**src/sv/etm_pkg.sv**
```systemverilog
// shared types, constants and arithmetic helpers of the euler transform matrix unit
package etm_pkg;

   localparam int DATA_WIDTH_DEF  = 32;
   localparam int TRIG_STAGES_DEF = 16;

   localparam int ANG_W   = 16;
   localparam int FIELD_W = 32;
   localparam int NUM_W   = 34;
   localparam int DIV_STAGES = NUM_W;
   localparam int ANG_SHIFT  = 17;

   localparam logic       OP_MODEL  = 1'b0;
   localparam logic       OP_NORMAL = 1'b1;
   localparam logic [1:0] COL_LAST_MODEL  = 2'd3;
   localparam logic [1:0] COL_LAST_NORMAL = 2'd2;
   localparam logic [1:0] COL_TRANS       = 2'd3;

   localparam logic signed [33:0] Q30_HALF_PI  = 34'sd1686629713;
   localparam logic signed [33:0] Q30_PI       = 34'sd3373259426;
   localparam logic signed [31:0] Q30_INV_GAIN = 32'sh26DD3B6A;
   localparam logic [33:0]        NUM_BASE     = 34'h1_0000_0000;
   localparam logic [31:0]        RECIP_SAT    = 32'h7FFF_FFFF;
   localparam logic [31:0]        RECIP_MIN    = 32'h8000_0000;
   localparam logic [31:0]        ONE_Q16      = 32'h0001_0000;

   localparam logic [31:0] ATAN_Q30 [32] = '{
      32'h3243F6A8, 32'h1DAC6705, 32'h0FADBAFC, 32'h07F56EA6, 32'h03FEAB76, 32'h01FFD55B,
      32'h00FFFAAA, 32'h007FFF55, 32'h003FFFEA, 32'h001FFFFD, 32'h000FFFFF, 32'h0007FFFF,
      32'h0003FFFF, 32'h0001FFFF, 32'h0000FFFF, 32'h00007FFF, 32'h00003FFF, 32'h00001FFF,
      32'h00000FFF, 32'h000007FF, 32'h000003FF, 32'h000001FF, 32'h000000FF, 32'h0000007F,
      32'h0000003F, 32'h0000001F, 32'h0000000F, 32'h00000007, 32'h00000003, 32'h00000001,
      32'h00000000, 32'h00000000
   };

   typedef struct packed {
      logic [31:0] x;
      logic [31:0] y;
      logic [31:0] z;
      logic        neg;
   } cordic_type;

   typedef struct packed {
      logic [31:0] rem;
      logic [33:0] num;
      logic [33:0] quo;
      logic [31:0] mag;
      logic        sgn;
      logic        zero;
   } div_type;

   // angle slot 0 = y, 1 = x, 2 = z
   typedef struct packed {
      logic                 valid;
      logic                 op;
      cordic_type [2:0]     cor;
      div_type    [2:0]     div;
      logic [2:0][31:0]     trans;
   } iter_type;

   typedef struct packed {
      logic             valid;
      logic             op;
      logic [32:0]      s2;
      logic [32:0]      s3;
      logic [32:0]      c1c3;
      logic [32:0]      s1s2;
      logic [32:0]      c1s2;
      logic [32:0]      c3s1;
      logic [32:0]      c2s3;
      logic [32:0]      c2c3;
      logic [32:0]      c2s1;
      logic [32:0]      s1s3;
      logic [32:0]      c1c2;
      logic [32:0]      c1s3;
      logic [2:0][31:0] fac;
      logic [2:0]       zf;
      logic [2:0][31:0] trans;
   } m1_type;

   typedef struct packed {
      logic             valid;
      logic             op;
      logic [32:0]      s2;
      logic [32:0]      t_s1s2s3;
      logic [32:0]      t_c1s2s3;
      logic [32:0]      t_c3s1s2;
      logic [32:0]      t_c1c3s2;
      logic [32:0]      c1c3;
      logic [32:0]      c3s1;
      logic [32:0]      c2s3;
      logic [32:0]      c2c3;
      logic [32:0]      c2s1;
      logic [32:0]      s1s3;
      logic [32:0]      c1c2;
      logic [32:0]      c1s3;
      logic [2:0][31:0] fac;
      logic [2:0]       zf;
      logic [2:0][31:0] trans;
   } m2_type;

   // r indexed [row][col]
   typedef struct packed {
      logic                  valid;
      logic                  op;
      logic [2:0][2:0][33:0] r;
      logic [2:0][31:0]      fac;
      logic [2:0]            zf;
      logic [2:0][31:0]      trans;
   } mat_type;

   // q2.30 product rounded back to q2.30
   function automatic logic [32:0] mul30(input logic [32:0] a, input logic [32:0] b);
      logic signed [65:0] p;
      p = $signed(a) * $signed(b);
      p = p + (66'sd1 <<< 29);
      return p[62:30];
   endfunction

endpackage

```
**src/sv/etm_iter_stage.sv**
```systemverilog
// one step: one quotient bit per reciprocal, cordic rotation per angle if STAGE < TRIG_STAGES
module etm_iter_stage #(
   parameter int STAGE       = 0,
   parameter int TRIG_STAGES = etm_pkg::TRIG_STAGES_DEF
) (
   input  logic              clock,
   input  logic              reset,
   input  logic              en,
   input  etm_pkg::iter_type stg_in,
   output etm_pkg::iter_type stg_ff
);

   localparam bit DO_ROT = (STAGE < TRIG_STAGES) && (STAGE < 32);
   localparam int SH     = DO_ROT ? STAGE : 0;

   etm_pkg::iter_type stg_nxt;

   always_comb begin
      stg_nxt = stg_in;
      for (int a = 0; a < 3; a++) begin
         logic [32:0] r2;
         logic [32:0] diff;
         logic        qb;
         logic [31:0] dx;
         logic [31:0] dy;
         r2   = {stg_in.div[a].rem, stg_in.div[a].num[etm_pkg::NUM_W-1]};
         diff = r2 - {1'b0, stg_in.div[a].mag};
         qb   = (r2 >= {1'b0, stg_in.div[a].mag});
         stg_nxt.div[a].rem = qb ? diff[31:0] : r2[31:0];
         stg_nxt.div[a].num = {stg_in.div[a].num[etm_pkg::NUM_W-2:0], 1'b0};
         stg_nxt.div[a].quo = {stg_in.div[a].quo[etm_pkg::NUM_W-2:0], qb};

         dx = $signed(stg_in.cor[a].y) >>> SH;
         dy = $signed(stg_in.cor[a].x) >>> SH;
         if (DO_ROT) begin
            if (!stg_in.cor[a].z[31]) begin
               stg_nxt.cor[a].x = stg_in.cor[a].x - dx;
               stg_nxt.cor[a].y = stg_in.cor[a].y + dy;
               stg_nxt.cor[a].z = stg_in.cor[a].z - etm_pkg::ATAN_Q30[SH];
            end else begin
               stg_nxt.cor[a].x = stg_in.cor[a].x + dx;
               stg_nxt.cor[a].y = stg_in.cor[a].y - dy;
               stg_nxt.cor[a].z = stg_in.cor[a].z + etm_pkg::ATAN_Q30[SH];
            end
         end
      end
   end

   always_ff @(posedge clock) begin
      if (reset) begin
         stg_ff.valid <= 1'b0;
      end else if (en) begin
         stg_ff <= stg_nxt;
      end
   end

endmodule

```
**config.mk**
```make
export PLATFORM = sky130hd
export DESIGN_NAME = etm_iter_stage
export DESIGN_NICKNAME = d
export VERILOG_FILES = /design/src/sv/etm_pkg.sv /design/src/sv/etm_iter_stage.sv
export SDC_FILE = /design/constraint.sdc
export NUM_CORES = 2
export LEC_CHECK = 0
export ABC_AREA = 0
export BUFFER_PORTS_ARGS = -buffer_cell sky130_fd_sc_hd__buf_4
export CAP_MARGIN = 20
export CORE_AREA = 2 2 609 611
export CTS_CLUSTER_SIZE = 25
export DETAILED_ROUTE_END_ITERATION = 8
export DIE_AREA = 0 0 611 613
export PLACE_DENSITY = 0.3
export SYNTH_ARGS = -nofsm -noshare
export SYNTH_HDL_FRONTEND = slang
export SYNTH_SLANG_ARGS = --single-unit
```
**constraint.sdc**
```tcl
create_clock -name clock -period 110.1 [get_ports clock]
set_input_delay 0 -clock clock [delete_from_list [all_inputs] [get_ports clock]]
set_output_delay 0 -clock clock [all_outputs]
set_load 0.05 [all_outputs]
```
==> key figures <==
Logic synthesis
  • Compound-cell area share of the yosys netlist: 17.2%
  • Area leader, netlist: edfxtp_1
  • Sequential area share after synthesis: 48.4%
  • Syn Area/Cell: 10.7 sq um
  • Post-synth top area share: 48.3%
  • EDFF count, synth: 784
  • Synth unique cells: 88
  • Dominant cells by area after synthesis: edfxtp_1 48%, ha_1 12%, xnor2_1 4.7%, a21oi_1 4.6%, inv_1 3.3%
  • Simple-gate portion of the synthesized area: 9.00%
  • Ys async rst share: 0%
  • Cells after Synth: 4,543
  • Mapped Area: 0.0487 sq mm
  • Synth warn: 0
  • Mux contribution to synthesized area: 2.40%
  • Largest family of logic cells by synthesized area: compound AO/OA/AOI/OAI gates
  • Flops & latches, synth: 785
  • Ys flop type: edfxtp_1
  • Adder-cell area share of the yosys netlist: 12.3%
  • Post-synthesis xor/xnor area fraction: 5.99%

Floorplanning
  • Chip Height: 613 um
  • Placeable core region: 0.368 sq mm
  • I/O Pins: 1,585
  • Cell Rows: 223
  • Die Footprint: 0.375 sq mm
  • Die X-Extent: 611 um
  • Starting density of the core: 13.2%

Cells and area
  • Reg with most FFs: stg_ff
  • # nets final: 8,887
  • Non-Filler Instances: 12,600
  • FILL cells: 40,000
  • Sequential cell area: 0.0236 sq mm
  • Layout cells sized above 1: 24.5%
  • Syn-to-layout area delta: 74.7%
  • Multi-input logic area: 0.0229 sq mm
  • Layout Utilization: 23.2%
  • Max FFs per register: 785
  • Biggest regs: stg_ff: 785 flops

Worst setup path
  • CP max FO: 62
  • Most numerous cell on the critical path: buf_4
  • Top Family by Delay on Critical Path: buffers and inverters
  • CP cell instances: dlygate4sd3_1 > buf_4 > nor2b_4 > buf_4 > buf_4 > buf_4 > buf_4 > buf_4 > buf_4
  • CP endpoint kind: register
  • Crit Path Category: in -> reg
  • CP max stage delay: 0.78 ns
  • CP max stage cell: buf_4
  • Critical Path RT: 110.57 ns
  • CP Data Arrival Time: 5.75 ns
  • Buf/Inv on CP: 8
  • CP Launch Type: primary input

Clocking
  • Clock Root Buffer: clkbuf_16
  • CTS tree: done
  • CTS Buffer Depth: 4
  • Clock Sinks: 785
  • CTS buffer count: 117
  • H-tree depth: 3
  • Setup bufs post-CTS: 0
  • Worst skew pair latency: 0.84 ns
  • Worst-path clk slew: 0.06 ns
  • Post-CTS sizing: 0

Detailed routing
  • Routed Wire Length: 297,000 um
  • Residual DRC: 0
  • DR vias/cell: 3.83
  • TritonRoute pass-1 iters: 6
  • Initial DRC count: 2,833
  • Average routed wire per standard cell: 23.6 um
  • Via Count: 48,300
  • DRT antenna net count: 0

Pwr
  • Max rail drop VDD: 0.0132 mV
  • Pwr Total: 1.17 mW
  • Leak Pwr: 35.4 nW
  • NetSw: 421 uW
  • Pwr dens: 13.7 mW/mm^2
  • Seq pwr share: 32.1%
  • Sw Ratio: 36.0%
  • Internal cell power: 749 uW
  • Clock power frac: 32.5%
  • Logic pwr share: 35.4%

Timing
  • RSZ-0062 raised after global routing: no
  • Slew Limit Headroom: 27.0%
  • Slew at the pin closest to its max-slew limit: 1.07 ns
  • Skew final: 0 ns
  • Max Clk Rate: 0.190 GHz
  • Final hold violations: 0
  • TNS Setup: 0 ns
  • Setup violations, final: 0
  • Min Tclk post-route: 5.27 ns
  • Tcrit/Tclk final: 4.79%
  • Max Slew Vio Count: 0

Global routing
  • Grt total ovfl: 0
  • Antenna violations before repair: 172
  • First-pass GRT wire length: 398,000 um
  • Overall routing resource usage: 15.1%
  • Number of global-route vias before repair: 49,600
  • Largest net degree at the start of global routing: 63

Job
  • # Max-Cap Violations: 0

Min path
  • Min-Delay Path Class: in -> reg

Placement
  • Hpwl dp: 245,000 um
  • I/O Buffers: 1,578
  • DP Cell Count: 10,800
  • Final GP Congestion: 0.862

Outcome
  • Status: completed
[area by class of cell]
class	count	share of cell area, %
flip-flops and latches	785	27.7
clock buffers	138	3.53
well taps	4837	7.11
multi-input cells	3170	26.9
clock inverters	70	0.849
diodes	50	0.147
repair buffers	3110	31.8
inverters	438	1.93
[path summary, 6_finish.rpt]
kind | from | to | slack [ns] | cells after the start
max reg2reg | stg_ff[790]$_SDFFE_PP0P_ | stg_ff[790]$_SDFFE_PP0P_ | 108.95 | 3
min reg2reg | stg_ff[790]$_SDFFE_PP0P_ | stg_ff[790]$_SDFFE_PP0P_ | 1.05 | 3
max | reset | stg_ff[126]$_DFFE_PP_ | 104.83 | 9
min | stg_in[386] | stg_ff[386]$_DFFE_PP_ | 0.04 | 2
[power groups by stage]
stage	logic, mW	registers [mW]	clock network (mW)
final	0.414	0.376	0.380
after global routing	0.442	0.378	0.408
after CTS	0.420	0.376	0.400
after detailed placement	0.352	0.382	0
after global placement	0.354	0.382	0
after floorplan	0.124	0.486	0
[kinds of logic (layout without fill, tap and decap cells)]
logic type,after synthesis,count (layout)
AO/OA/AOI/OAI,1329,1329
XOR/XNOR,333,333
adder cells (fa/ha/maj),471,471
buffers and inverters,590,3756
flip-flops,785,785
multiplexers,109,109
other,1,53
AND/OR/NAND/NOR,925,925
[synthesized netlist by cell type, types with 15 or more instances]
cell type and instances:
inv_1 432, xor2_1 71, xnor2_1 262, nand3_1 51, and3_1 27, o21ai_1 31
nand2b_1 57, a211oi_1 38, nor2b_1 50, nor4_1 20, and2_1 18, or2_2 15
buf_2 15, ha_1 456, mux2i_1 45, o21bai_1 84, or3_1 23, clkbuf_1 107
mux2_2 64, fa_1 15, nand2_1 202, edfxtp_1 784, nand4_1 44, buf_1 20
o31ai_1 34, a21o_1 152, a31oi_1 33, nor2_1 314, a221oi_1 18, o21ai_0 266
nor3_1 75, a21oi_1 446, o21a_1 44
[repair_timing]
action | in CTS | in global routing
hold buffers | 1497 | 0
hold endpoints to repair | 858 | 0
setup endpoints to repair | 0 | 0
[stage by stage]
| stage | cell area [sq um] | setup WS (ns) | hold WS (ns) |
|---|---|---|---|
| finish | 85100 | 104.83 | 0.0440 |
| global route | 85100 | 104.37 | 0.00390 |
| CTS | 85000 | 104.72 | 0.00212 |
| detailed placement | 66300 | 104.33 | 0.179 |
| global placement | 66300 | 104.40 | 0.178 |
| floorplan | 48700 | 73.46 | 0.0724 |
[layout by cell type, fill, tap and decap left out, drive strengths merged, types with 33 or more instances in the layout]
cell type and count:
dlygate4sd3 1497, o21ai 298, xnor2 262, a21oi 446
inv 440, nor3 75, o21a 44, a21o 152
nand2b 57, mux2i 45, nand4 44, diode 50
mux2 64, ha 456, nand3 51, xor2 71
o31ai 36, buf 1612, clkbuf 138, clkinv 45
edfxtp 784, nor2b 50, o21bai 84, a211oi 40
nand2 202, a31oi 33, nor2 314
[routing by layer]
layer / routed length, um / vias up / track usage [%]
li1: - / 22800 / -
met1: 110000 / 23500 / 16.1
met2: 156000 / 1527 / 28.4
met3: 19100 / 465 / 3.88
met4: 10900 / 30 / 4.87
met5: 379 / - / 0.387
Note: power is estimated with default switching activity, not from simulation.
